$ cat config.mk
export PLATFORM = sky130hd
export DESIGN_NAME = rational_fir_resampler_flat
export DESIGN_NICKNAME = d
export VERILOG_FILES = /design/src/hdl/rfr_pkg.sv /design/src/hdl/rfr_req_if.sv /design/src/hdl/rfr_rsp_if.sv /design/src/hdl/rfr_csr_if.sv /design/src/hdl/rational_fir_resampler.sv /design/src/flat_wrapper.sv
export VERILOG_INCLUDE_DIRS = /design/src /design/src/hdl
export SDC_FILE = /design/constraint.sdc
export NUM_CORES = 2
export LEC_CHECK = 0
export ABC_AREA = 1
export BUFFER_PORTS_ARGS = -buffer_cell sky130_fd_sc_hd__buf_4
export CAP_MARGIN = 20
export CORE_MARGIN = 8
export CORE_UTILIZATION = 40
export CTS_BUF_LIST = sky130_fd_sc_hd__clkbuf_8
export DETAILED_ROUTE_END_ITERATION = 6
export PLACE_DENSITY_LB_ADDON = 0.12
export SLEW_MARGIN = 20
export SYNTH_ARGS = -nofsm -noshare
export SYNTH_HDL_FRONTEND = slang
export SYNTH_SLANG_ARGS = --single-unit
$ cat constraint.sdc
create_clock -name clock -period 15.7 [get_ports clock]
set_clock_uncertainty 0.05 [all_clocks]
set_input_delay 0.785 -clock clock [delete_from_list [all_inputs] [get_ports clock]]
set_output_delay 0.785 -clock clock [all_outputs]
set_load 0.02 [all_outputs]
$ cat src/hdl/rational_fir_resampler_defines.svh
// Assertion macros for the rational FIR resampler.
`ifndef RATIONAL_FIR_RESAMPLER_DEFINES_SVH
`define RATIONAL_FIR_RESAMPLER_DEFINES_SVH

`ifndef NO_ASSERTIONS

// Same-cycle implication, sampled on clock, off during reset.
`define RFR_ASSERT_NOW(lbl, ante, cons) \
   lbl: assert property (@(posedge clock) disable iff (reset) (ante) |-> (cons)) \
      else $error("rational_fir_resampler: assertion failed");

// Next-cycle implication, sampled on clock, off during reset.
`define RFR_ASSERT_NEXT(lbl, ante, cons) \
   lbl: assert property (@(posedge clock) disable iff (reset) (ante) |=> (cons)) \
      else $error("rational_fir_resampler: assertion failed");

`else

`define RFR_ASSERT_NOW(lbl, ante, cons)
`define RFR_ASSERT_NEXT(lbl, ante, cons)

`endif

`endif

$ cat src/hdl/rfr_pkg.sv
// Shared widths, defaults and codes for the rational FIR resampler.
package rfr_pkg;

   localparam int MAX_TAPS_DEFAULT   = 64;
   localparam int MAX_INTERP_DEFAULT = 8;
   localparam int MAX_DECIM_DEFAULT  = 8;

   localparam int VALUE_W     = 16;
   localparam int COEF_IDX_W  = 6;
   localparam int INTERP_W    = 4;
   localparam int DECIM_W     = 4;
   localparam int TAPS_W      = 7;
   localparam int ACC_W       = 40;
   localparam int PROD_W      = 2 * VALUE_W;
   localparam int FRAC_BITS   = 15;
   localparam int CSR_IDX_W   = 2;
   localparam int CSR_DATA_W  = 8;

   localparam logic OP_LOAD_COEF = 1'b0;
   localparam logic OP_PUSH      = 1'b1;

   typedef enum logic [CSR_IDX_W-1:0] {
      CSR_INTERP = 2'd0,
      CSR_DECIM  = 2'd1,
      CSR_TAPS   = 2'd2
   } csr_index_type;

endpackage

$ cat src/hdl/rfr_req_if.sv
// Input channel: coefficient loads and sample pushes.
interface rfr_req_if import rfr_pkg::*; ();
   logic                       valid;
   logic                       ready;
   logic                       operation;
   logic [COEF_IDX_W-1:0]      coef_index;
   logic signed [VALUE_W-1:0]  value;

   modport source (output valid, operation, coef_index, value, input ready);
   modport sink   (input valid, operation, coef_index, value, output ready);
endinterface

$ cat src/hdl/rfr_rsp_if.sv
// Result channel: resampled output words.
interface rfr_rsp_if import rfr_pkg::*; ();
   logic                       valid;
   logic                       ready;
   logic signed [VALUE_W-1:0]  sample_out;
   logic                       last_of_run;

   modport source (output valid, sample_out, last_of_run, input ready);
   modport sink   (input valid, sample_out, last_of_run, output ready);
endinterface

$ cat src/hdl/rfr_csr_if.sv
// Configuration write channel.
interface rfr_csr_if import rfr_pkg::*; ();
   logic                   valid;
   logic                   ready;
   logic [CSR_IDX_W-1:0]   index;
   logic [CSR_DATA_W-1:0]  data;

   modport source (output valid, index, data, input ready);
   modport sink   (input valid, index, data, output ready);
endinterface

$ cat src/hdl/rational_fir_resampler.sv
// Rational L/M resampler: zero-stuffing FIR with one shared MAC, decimating output.
//
//  channel   dir   handshake        payload
//  req_port  in    valid / ready    operation, coef_index, value
//  rsp_port  out   valid / ready    sample_out, last_of_run
//  csr_port  in    valid / ready    index, data (always ready)
//
// A coefficient load is written straight into the coefficient memory. A push, once
// accepted, runs for each of its L zero-stuffed values one delay-line write, one step
// per tap through the single multiply-accumulate unit, a drain of the read and product
// registers and one rounding step. Reset is synchronous and empties the delay line at once.
// A result waiting in the output register stalls a rounding step that emits until taken.
`include "rational_fir_resampler_defines.svh"

module rational_fir_resampler import rfr_pkg::*; #(
   parameter int MAX_TAPS   = MAX_TAPS_DEFAULT,
   parameter int MAX_INTERP = MAX_INTERP_DEFAULT,
   parameter int MAX_DECIM  = MAX_DECIM_DEFAULT
) (
   input  logic       clock,
   input  logic       reset,
   rfr_req_if.sink    req_port,
   rfr_rsp_if.source  rsp_port,
   rfr_csr_if.sink    csr_port
);

   localparam int TAP_W = $clog2(MAX_TAPS);
   localparam int CNT_W = $clog2(MAX_TAPS + 1);
   localparam int L_W   = $clog2(MAX_INTERP + 1);
   localparam int M_W   = $clog2(MAX_DECIM + 1);
   localparam int PH_W  = (MAX_DECIM > 1) ? $clog2(MAX_DECIM) : 1;
   localparam int LS_W  = ((L_W > M_W) ? L_W : M_W) + 1;
   localparam int PS_W  = ((PH_W > M_W) ? PH_W : M_W) + 1;
   localparam int Q_W   = ACC_W + 1 - FRAC_BITS;
   localparam int SAT_HI = (1 << (VALUE_W - 1)) - 1;
   localparam int SAT_LO = -(1 << (VALUE_W - 1));

   typedef enum logic [2:0] {
      ST_IDLE,
      ST_SHIFT,
      ST_MAC,
      ST_DRAIN,
      ST_ROUND
   } state_type;

   // configuration
   logic [INTERP_W-1:0] interp_ff;
   logic [DECIM_W-1:0]  decim_ff;
   logic [TAPS_W-1:0]   taps_ff;

   // sequencer
   state_type           state_ff, state_in;
   logic [L_W-1:0]      sub_ff;
   logic [PH_W-1:0]     phase_ff;
   logic [TAP_W-1:0]    wp_ff, wp_in;
   logic [TAP_W-1:0]    rp_ff;
   logic [TAP_W-1:0]    tap_ff;
   logic [CNT_W-1:0]    fill_ff;
   logic signed [VALUE_W-1:0] sample_ff;

   // MAC pipeline
   logic                       rd_valid_ff, prod_valid_ff, rd_filled_ff;
   logic signed [VALUE_W-1:0]  coef_rd_ff, dl_rd_ff;
   logic signed [VALUE_W-1:0]  dl_term;
   logic signed [PROD_W-1:0]   prod_ff;
   logic signed [ACC_W-1:0]    acc_ff;

   // output register
   logic                       rsp_valid_ff;
   logic signed [VALUE_W-1:0]  rsp_sample_ff;
   logic                       rsp_last_ff;

   logic [VALUE_W-1:0] coef_mem [MAX_TAPS];
   logic [VALUE_W-1:0] dl_mem   [MAX_TAPS];

   logic [L_W-1:0]    l_eff;
   logic [M_W-1:0]    m_eff;
   logic [CNT_W-1:0]  n_eff;
   logic              push_acc, load_acc, emit, rsp_free, rsp_load, last_sub, last_emit;
   logic signed [ACC_W:0]     round_sum;
   logic signed [Q_W-1:0]     round_q;
   logic signed [VALUE_W-1:0] round_sat;

   // clamp configuration to usable ranges
   always_comb begin
      if (interp_ff == '0) begin
         l_eff = L_W'(1);
      end else if (interp_ff > MAX_INTERP) begin
         l_eff = L_W'(MAX_INTERP);
      end else begin
         l_eff = L_W'(interp_ff);
      end
      if (decim_ff == '0) begin
         m_eff = M_W'(1);
      end else if (decim_ff > MAX_DECIM) begin
         m_eff = M_W'(MAX_DECIM);
      end else begin
         m_eff = M_W'(decim_ff);
      end
      if (taps_ff == '0) begin
         n_eff = CNT_W'(1);
      end else if (taps_ff > MAX_TAPS) begin
         n_eff = CNT_W'(MAX_TAPS);
      end else begin
         n_eff = CNT_W'(taps_ff);
      end
   end

   assign req_port.ready = (state_ff == ST_IDLE);
   assign csr_port.ready = 1'b1;
   assign push_acc = req_port.valid && req_port.ready && (req_port.operation == OP_PUSH);
   assign load_acc = req_port.valid && req_port.ready && (req_port.operation == OP_LOAD_COEF);

   assign rsp_port.valid       = rsp_valid_ff;
   assign rsp_port.sample_out  = rsp_sample_ff;
   assign rsp_port.last_of_run = rsp_last_ff;

   assign wp_in     = (wp_ff == TAP_W'(MAX_TAPS - 1)) ? '0 : wp_ff + TAP_W'(1);
   assign emit      = (phase_ff == '0);
   assign rsp_free  = !rsp_valid_ff || rsp_port.ready;
   assign rsp_load  = (state_ff == ST_ROUND) && emit && rsp_free;
   assign last_sub  = (LS_W'(sub_ff) + LS_W'(1)) >= LS_W'(l_eff);
   // the next emit comes M values later; last if that is past the run
   assign last_emit = (LS_W'(sub_ff) + LS_W'(m_eff)) >= LS_W'(l_eff);

   // empty delay-line slots read as zero
   assign dl_term = rd_filled_ff ? dl_rd_ff : '0;

   // round half up, then saturate
   always_comb begin
      round_sum = {acc_ff[ACC_W-1], acc_ff} + (ACC_W + 1)'(1 << (FRAC_BITS - 1));
      round_q   = round_sum[ACC_W:FRAC_BITS];
      if (round_q > SAT_HI) begin
         round_sat = VALUE_W'(SAT_HI);
      end else if (round_q < SAT_LO) begin
         round_sat = VALUE_W'(SAT_LO);
      end else begin
         round_sat = round_q[VALUE_W-1:0];
      end
   end

   always_comb begin
      state_in = state_ff;
      case (state_ff)
         ST_IDLE:  if (push_acc) state_in = ST_SHIFT;
         ST_SHIFT: state_in = ST_MAC;
         ST_MAC:   if (CNT_W'(tap_ff) + CNT_W'(1) == n_eff) state_in = ST_DRAIN;
         ST_DRAIN: if (!rd_valid_ff && !prod_valid_ff) state_in = ST_ROUND;
         ST_ROUND: begin
            if (!emit || rsp_free) begin
               state_in = last_sub ? ST_IDLE : ST_SHIFT;
            end
         end
         default:  state_in = ST_IDLE;
      endcase
   end

   // memories
   always_ff @(posedge clock) begin
      if (load_acc && (req_port.coef_index < MAX_TAPS)) begin
         coef_mem[TAP_W'(req_port.coef_index)] <= req_port.value;
      end
      if (state_ff == ST_SHIFT) begin
         dl_mem[wp_in] <= (sub_ff == '0) ? sample_ff : '0;
      end
      coef_rd_ff <= coef_mem[tap_ff];
      dl_rd_ff   <= dl_mem[rp_ff];
   end

   always_ff @(posedge clock) begin
      if (reset) begin
         interp_ff     <= INTERP_W'(1);
         decim_ff      <= DECIM_W'(1);
         taps_ff       <= TAPS_W'(64);
         state_ff      <= ST_IDLE;
         sub_ff        <= '0;
         phase_ff      <= '0;
         wp_ff         <= '0;
         fill_ff       <= '0;
         rd_valid_ff   <= 1'b0;
         prod_valid_ff <= 1'b0;
         rsp_valid_ff  <= 1'b0;
      end else begin
         if (csr_port.valid) begin
            case (csr_index_type'(csr_port.index))
               CSR_INTERP: interp_ff <= csr_port.data[INTERP_W-1:0];
               CSR_DECIM:  decim_ff  <= csr_port.data[DECIM_W-1:0];
               CSR_TAPS:   taps_ff   <= csr_port.data[TAPS_W-1:0];
               default:    ;
            endcase
         end

         state_ff      <= state_in;
         rd_valid_ff   <= (state_ff == ST_MAC);
         prod_valid_ff <= rd_valid_ff;

         if (rsp_load) begin
            rsp_valid_ff  <= 1'b1;
            rsp_sample_ff <= round_sat;
            rsp_last_ff   <= last_emit;
         end else if (rsp_port.ready) begin
            rsp_valid_ff <= 1'b0;
         end

         case (state_ff)
            ST_IDLE: begin
               if (push_acc) begin
                  sample_ff <= req_port.value;
                  sub_ff    <= '0;
               end
            end
            ST_SHIFT: begin
               wp_ff  <= wp_in;
               rp_ff  <= wp_in;
               tap_ff <= '0;
               acc_ff <= '0;
               if (fill_ff != CNT_W'(MAX_TAPS)) begin
                  fill_ff <= fill_ff + CNT_W'(1);
               end
            end
            ST_MAC: begin
               rd_filled_ff <= (CNT_W'(tap_ff) < fill_ff);
               tap_ff       <= tap_ff + TAP_W'(1);
               rp_ff        <= (rp_ff == '0) ? TAP_W'(MAX_TAPS - 1) : rp_ff - TAP_W'(1);
            end
            ST_DRAIN: ;
            ST_ROUND: begin
               if (!emit || rsp_free) begin
                  if ((PS_W'(phase_ff) + PS_W'(1)) >= PS_W'(m_eff)) begin
                     phase_ff <= '0;
                  end else begin
                     phase_ff <= phase_ff + PH_W'(1);
                  end
                  sub_ff <= last_sub ? '0 : sub_ff + L_W'(1);
               end
            end
            default: ;
         endcase

         if (rd_valid_ff) begin
            prod_ff <= coef_rd_ff * dl_term;
         end
         if (prod_valid_ff) begin
            acc_ff <= acc_ff + {{(ACC_W - PROD_W){prod_ff[PROD_W-1]}}, prod_ff};
         end
      end
   end

   `RFR_ASSERT_NEXT(a_push_starts_shift, push_acc, state_ff == ST_SHIFT)
   `RFR_ASSERT_NOW(a_tap_in_range, state_ff == ST_MAC, CNT_W'(tap_ff) < n_eff)
   `RFR_ASSERT_NOW(a_sub_in_range, state_ff != ST_IDLE, sub_ff < l_eff)
   `RFR_ASSERT_NEXT(a_emit_loads_output, rsp_load, rsp_valid_ff)

endmodule

$ cat src/flat_wrapper.sv
// flat-port wrapper written by rule: the top's interface ports become plain ports
module rational_fir_resampler_flat import rfr_pkg::*;
#(
   parameter int MAX_TAPS   = MAX_TAPS_DEFAULT,
   parameter int MAX_INTERP = MAX_INTERP_DEFAULT,
   parameter int MAX_DECIM  = MAX_DECIM_DEFAULT
)
  (clock, reset, req_port_valid, req_port_operation, req_port_coef_index, req_port_value, req_port_ready, rsp_port_valid, rsp_port_sample_out, rsp_port_last_of_run, rsp_port_ready, csr_port_valid, csr_port_index, csr_port_data, csr_port_ready);
  rfr_req_if req_port_i ();
  rfr_rsp_if rsp_port_i ();
  rfr_csr_if csr_port_i ();
  input  logic clock;
  input  logic reset;
  input wire logic [$bits(req_port_i.valid)-1:0] req_port_valid;
  input wire logic [$bits(req_port_i.operation)-1:0] req_port_operation;
  input wire logic [$bits(req_port_i.coef_index)-1:0] req_port_coef_index;
  input wire logic [$bits(req_port_i.value)-1:0] req_port_value;
  output wire logic [$bits(req_port_i.ready)-1:0] req_port_ready;
  output wire logic [$bits(rsp_port_i.valid)-1:0] rsp_port_valid;
  output wire logic [$bits(rsp_port_i.sample_out)-1:0] rsp_port_sample_out;
  output wire logic [$bits(rsp_port_i.last_of_run)-1:0] rsp_port_last_of_run;
  input wire logic [$bits(rsp_port_i.ready)-1:0] rsp_port_ready;
  input wire logic [$bits(csr_port_i.valid)-1:0] csr_port_valid;
  input wire logic [$bits(csr_port_i.index)-1:0] csr_port_index;
  input wire logic [$bits(csr_port_i.data)-1:0] csr_port_data;
  output wire logic [$bits(csr_port_i.ready)-1:0] csr_port_ready;
  assign req_port_i.valid = req_port_valid;
  assign req_port_i.operation = req_port_operation;
  assign req_port_i.coef_index = req_port_coef_index;
  assign req_port_i.value = req_port_value;
  assign req_port_ready = req_port_i.ready;
  assign rsp_port_valid = rsp_port_i.valid;
  assign rsp_port_sample_out = rsp_port_i.sample_out;
  assign rsp_port_last_of_run = rsp_port_i.last_of_run;
  assign rsp_port_i.ready = rsp_port_ready;
  assign csr_port_i.valid = csr_port_valid;
  assign csr_port_i.index = csr_port_index;
  assign csr_port_i.data = csr_port_data;
  assign csr_port_ready = csr_port_i.ready;
  rational_fir_resampler #(.MAX_TAPS(MAX_TAPS), .MAX_INTERP(MAX_INTERP), .MAX_DECIM(MAX_DECIM)) u_core (.clock(clock), .reset(reset), .req_port(req_port_i), .rsp_port(rsp_port_i), .csr_port(csr_port_i));
endmodule
# [Word-level counts from Yosys, hierarchy flattened]
# Memory sizes are Yosys's and may differ from the RTL's. A register that Yosys moved wholly into a read port is not among the register bits.
# Index checks and enable logic that the tools add are counted.
[word_totals] reg_bits=159 mem_bits_rw=2048 inputBits=38 out_inout_bits=20 n_memories=2
[classes] addsub=12 mul=1 magnitude_cmp=9 eq_ne=13 muxes=32 bitwise_logic=2 n_reduce_logical=37
[memory_table] name="u_core.coef_mem" words=64 word_bits=16 rd=1 rd_clocked_by_memory_dff=1 wr=1 line="rational_fir_resampler.sv:73" rtl="logic [VALUE_W-1:0] coef_mem [MAX_TAPS];"
[memory_table] name="u_core.dl_mem" words=64 word_bits=16 rd=1 rd_clocked_by_memory_dff=1 wr=1 line="rational_fir_resampler.sv:74" rtl="logic [VALUE_W-1:0] dl_mem [MAX_TAPS];"
[op_table] cell="40-bit two-way mux" n=2
[op_table] cell="16-bit two-way mux" n=3
[op_table] cell="40-bit by 16-bit adder with 41-bit output (second input constant)" n=1
[op_table] cell="40-bit adder" n=1
[op_table] cell="16-bit by 16-bit multiplier with 32-bit output" n=1
[op_table] cell="4-bit two-way mux" n=7
[op_table] cell="26-bit by 16-bit > comparator with 1-bit output (second input constant)" n=1
[op_table] cell="26-bit by 16-bit less-than comparator with 1-bit output (second input constant)" n=1
[op_table] cell="6-bit one-hot mux with 2 select lines" n=2
[op_table] cell="2-bit AND reduction" n=10
[op_table] cell="5-bit by 4-bit >= comparator with 1-bit output" n=3
[op_table] cell="3-bit two-way mux" n=5
[op_table] cell="3-bit one-hot mux with 5 select lines" n=1
[op_table] cell="7-bit two-way mux" n=2
[op_table] cell="6-bit by 1-bit adder with 6-bit output (second input constant)" n=2
[op_table] cell="4-bit logical NOT" n=3
[op_table] cell="6-bit two-way mux" n=2
[op_table] cell="4-bit > comparator (second input constant)" n=2
[op_table] cell="4-bit one-hot mux with 2 select lines" n=1
[op_table] cell="2-bit nonzero test" n=4
[op_table] cell="6-bit by 1-bit adder with 7-bit output (second input constant)" n=1
[op_table] cell="7-bit by 1-bit adder with 7-bit output (second input constant)" n=1
[op_table] cell="7-bit equality test" n=1
[op_table] cell="7-bit > comparator (second input constant)" n=1
[op_table] cell="27 further kinds" n=48

# [Depth between registers and ports, before layout]
[depth] depth_word=7 ltp_mapped=27

# [Worst setup path after synthesis]
# OpenSTA, ideal clock, no wires.
[synth_timing] kind="reg-to-reg" startpoint="register u_core.rd_filled_ff" endpoint="register u_core.prod_ff[31] (data pin)" arrival_time_ps=5862 path_slack_ps=9535 path_stages_with_launch=22 path_buffers=2 cell_sequence="edfxtp_1 -> clkbuf_1 -> clkbuf_1 -> nand2_1 -> nor2_1 -> fa_1 -> fa_1 -> fa_1 -> fa_1 -> fa_1 -> inv_1 -> fa_1 -> inv_1 -> ha_1 -> nand2_1 -> o21ai_0 -> a21oi_1 -> or2_2 -> nand2_1 -> a21oi_1 -> nand2b_1 -> nand2_1"
[synth_via] elab_chain_len=2
[synth_rtl] item="start, declared" line="rational_fir_resampler.sv:62" rtl="logic rd_valid_ff, prod_valid_ff, rd_filled_ff;"
[synth_rtl] item="start signal, assigned" line="rational_fir_resampler.sv:222" rtl="rd_filled_ff <= (CNT_W'(tap_ff) < fill_ff);"
[synth_rtl] item="16-bit two-way mux" line="rational_fir_resampler.sv:127" rtl="assign dl_term = rd_filled_ff ? dl_rd_ff : '0;"
[synth_rtl] item="16-bit by 16-bit multiplier with 32-bit output" line="rational_fir_resampler.sv:241" rtl="prod_ff <= coef_rd_ff * dl_term;"
[synth_rtl] item="end signal, assigned" line="rational_fir_resampler.sv:241"
[synth_rtl] item="end, declared" line="rational_fir_resampler.sv:65" rtl="logic signed [PROD_W-1:0] prod_ff;"
# Every way passes these cells.
# A chain may end at the register's enable or synchronous reset.

# [Final worst setup path]
# Same ends and word-level chain as after synthesis.

==> flow_summary_export.csv <==
group,metric,value,unit
run_status,status,"complete, no violations",
logic_synthesis,avgSynthCellArea,11.76,µm²
logic_synthesis,synthArstFlopShare,0,%
logic_synthesis,post_synth_num_cell_types,55,
sta,setup_violations,0,
route,wire_per_inst,23.94,µm
global_routing,grt_remaining_overflow,0,
global_routing,grtUsageTotal,21.28,%
floorplan,core,251200,µm²
place,dp_hpwl,171.8,mm
floorplan,die_area,268900,µm²
clock_tree,numClockSinks,2239,
pwr,power.share.clock,19.8,%
setup_path,cp-start-kind,"flip-flop",
setup_path,crit_family,"adder cells",
pwr,p_int,13720,µW
clock_tree,clk_latency,1080,ps
clock_tree,clockBufferDepth,4,
place,gp_routability_congestion,0.8961,
logic_synthesis,synth_flop_cell,"edfxtp_1",
floorplan,die_x,518.6,µm
setup_path,critical_path_class,"flip-flop to flip-flop",
route,drtAntennaViolNets,0,
setup_path,r2r_slack,8540,ps
pwr,sw_frac_of_total,43.71,%
pwr,vdd_ir_drop_max,0.4059,mV
sta,finalCritPeriodShare,45.58,%
logic_synthesis,syn_inst,8592,
sta,tightest_slew,1078,ps
setup_path,critPathCaptureType,"flip-flop",
finish,syn_to_final_growth,11.47,%
pwr,powerDensity,216.5,nW/µm²
flow_run,cap_violations,0,
setup_path,worst-path-max-fanout,17,
logic_synthesis,syn_area,101000,µm²
clock_tree,clockRootBuffer,"clkbuf_8",
setup_path,cp.required,16310,ps
setup_path,crit_cells,20,
finish,finalCoreUtilization,44.83,%
sta,fin_crit,7157,ps
setup_path,cp_common_cell,"fa_1",
setup_path,worstReg2RegStart,"u_core.rd_filled_ff",
floorplan,die_height,518.6,µm
route,firstDrtPassIters,6,
setup_path,startpoint,"u_core.rd_filled_ff",
setup_path,cpMaxStageDelayCell,"fa_1",
finish,final_nets,9242,
finish,drive_gt1_share,8.726,%
logic_synthesis,ys_seq_area_share,65.83,%
global_routing,first_global_vias,65790,
sta,final.setup.tns,0,ps
setup_path,cp_slowest_stage_delay,900,ps
global_routing,grt_pass1_wl,435.7,mm
setup_path,cp-endpoint,"u_core.prod_ff[31]",
setup_path,worst-path-buf-inv,3,
sta,rsz0062_at_grt,"false",
route,vias,67760,
clock_tree,cts_tree,"done",
floorplan,pin_count,58,
logic_synthesis,yosysWarnings,0,
place,port-buffer-count,55,
pwr,netSwitchingPower,10660,µW
sta,max_freq,139.7,MHz
min_path,hold_class,"primary input to flip-flop",
pwr,p_leak,0.03953,µW
clock_tree,post_cts_buffers,0,
clock_tree,htreeDepth,5,
route,drt_iter0_drc,6096,
logic_synthesis,ys_seq_elements,2239,
sta,slew_violations,0,
route,avgViaCountPerCell,5.445,
route,drcViolationCount,0,
floorplan,rows,184,
setup_path,crit_chain,"nand2_1 -> nor2_1 -> fa_1 -> fa_1 -> fa_1 -> fa_1 -> fa_1 -> inv_1 -> fa_1 -> inv_1 -> ha_1 -> a21oi_1 -> o21ai_0 -> a21oi_1 -> or2_2 -> nand2_1 -> a21oi_1 -> inv_1 -> nand2_1 -> nand2_1",
sta,hold_viol,0,
sta,slew_headroom,28.12,%
logic_synthesis,synth_nets,9047,
setup_path,reg2reg_depth,20,
pwr,power_frac_seq,30.0,%
floorplan,start_util,40.22,%
clock_tree,numCtsBuffers,397,
route,routed_wl,298.0,mm
logic_synthesis,synth_edf_count,2166,
setup_path,cp.arrival,7770,ps
pwr,pwr-share-comb,50.3,%
global_routing,grt_max_degree,194,
clock_tree,clk_pin_slew,60,ps
global_routing,antenna_found_initial,7,
setup_path,worstReg2RegEnd,"u_core.prod_ff[31]",
[per-stage QoR]
| stage | instances | power (µW) | worst slack (ps) | cell area, µm² | hold slack, ps |
|---|---|---|---|---|---|
| floorplan | 8592 | 15890 | 9535 | 101000 | 372.0 |
| global placement | 11720 | 19780 | 8577 | 105500 | 392.4 |
| detailed placement | 11730 | 19780 | 8544 | 105500 | 419.6 |
| CTS | 12440 | 24660 | 8506 | 112600 | 14.76 |
| global route | 12440 | 26380 | 8056 | 112600 | 74.26 |
| finish | 12450 | 24380 | 8543 | 112600 | 132.9 |
[per-layer routing]
layer / vias to the layer above / track usage (%) / share of wire, %
li1: 31050 / - / -
met1: 34050 / 29.73 / 44
met2: 2185 / 34.43 / 47
met3: 473 / 3.135 / 6.3
met4: 0 / 6.710 / 3.1
met5: - / 0 / 0
[tightest hold or removal path: stages]
cell and delay [ps]:
buf_4 160, o21ai_0 100, a21oi_1 110
[cell usage after synthesis (all sizes together) (73+ instances only)]
master  number  area share (%)
nand2      807             3.0
o22ai      327             2.0
a21oi      202             1.0
edfxtp    2166              64
dfxtp       73             1.4
nand3      314             1.6
o221ai     115             1.0
o21ai     1186             5.9
nor2      1641             6.1
buf        149            0.77
inv        521             1.9
ha         153             1.9
clkbuf     324             1.2
o211ai     113            0.84
fa         264             5.2
[layout make-up]
class                      count  area [µm²]
antenna                        9       22.52
clock buffer                 410        5643
clock inverter               290        1297
fill                       23250      138600
inverter                     533        2031
multi-input combinational   5347       30740
sequential                  2239       66500
tap                         3348        4189
timing repair buffer         269        2185
[state kept, by name (all words and copies together) (netlist names), 4 cells and up]
| register | count |
|---|---|
| u_core.coef_mem | 1024 |
| u_core.dl_mem | 1024 |
| u_core.acc_ff | 40 |
| u_core.prod_ff | 32 |
| u_core.coef_rd_ff | 16 |
| u_core.dl_rd_ff | 16 |
| u_core.rsp_port.sample_out | 16 |
| u_core.sample_ff | 16 |
| u_core.fill_ff | 7 |
| u_core.taps_ff | 7 |
| u_core.rp_ff | 6 |
| u_core.tap_ff | 6 |
| u_core.wp_ff | 6 |
| u_core.decim_ff | 4 |
| u_core.interp_ff | 4 |
| u_core.sub_ff | 4 |
[kinds of logic after synthesis]
group                    Yosys count  share of synthesized area (%)
AND/OR/NAND/NOR                 2852                          11.27
flip-flops                      2239                          65.83
AO/OA/AOI/OAI                   2011                          11.25
buffers and inverters           1006                          3.951
adder cells (fa/ha/maj)          417                          7.127
XOR/XNOR                          64                         0.5549
multiplexers                       2                        0.01982
other                              1                       0.003712
[power groups by stage]
stage                     combinational, µW  clock, µW  sequential [µW]
final                                 12300       4820             7300
after global routing                  13900       5180             7310
after CTS                             12400       4940             7310
after detailed placement              12400          0             7430
after global placement                12400          0             7420
after floorplan                        8590          0             7300
[worst min-delay path by stage]
stage | startpoint | endpoint | cells past startpoint
after floorplan | u_core.rd_valid_ff | u_core.prod_valid_ff | 2
after global placement | u_core.decim_ff[0] | u_core.decim_ff[0] | 2
after detailed placement | u_core.decim_ff[0] | u_core.decim_ff[0] | 2
after CTS | csr_port_data[3] | u_core.decim_ff[3] | 3
after global routing | reset | u_core.phase_ff[1] | 2
final | csr_port_data[3] | u_core.decim_ff[3] | 3
[timing repair]
| action | 4_1_cts | 5_1_grt |
|---|---|---|
| hold buffers | 10 | 0 |
| gates resized for setup | 0 | 0 |
| hold endpoints to repair | 8 | 0 |
[placed cells by master (no fill, tap or decap), types with 29 or more instances in the layout]
cell type	instances
fa_1	264
buf_4	246
o211ai_1	113
o21ai_0	1157
nor3_1	29
nor2_1	1603
o22ai_1	327
clkbuf_8	410
nand4_1	41
a21oi_1	200
nand3_1	314
nand2_1	789
inv_1	645
xor2_1	41
o221ai_1	115
clkinv_2	32
edfxtp_1	2166
ha_1	153
clkinv_1	119
dfxtp_1	73
Power figures use the tool's default switching activity.
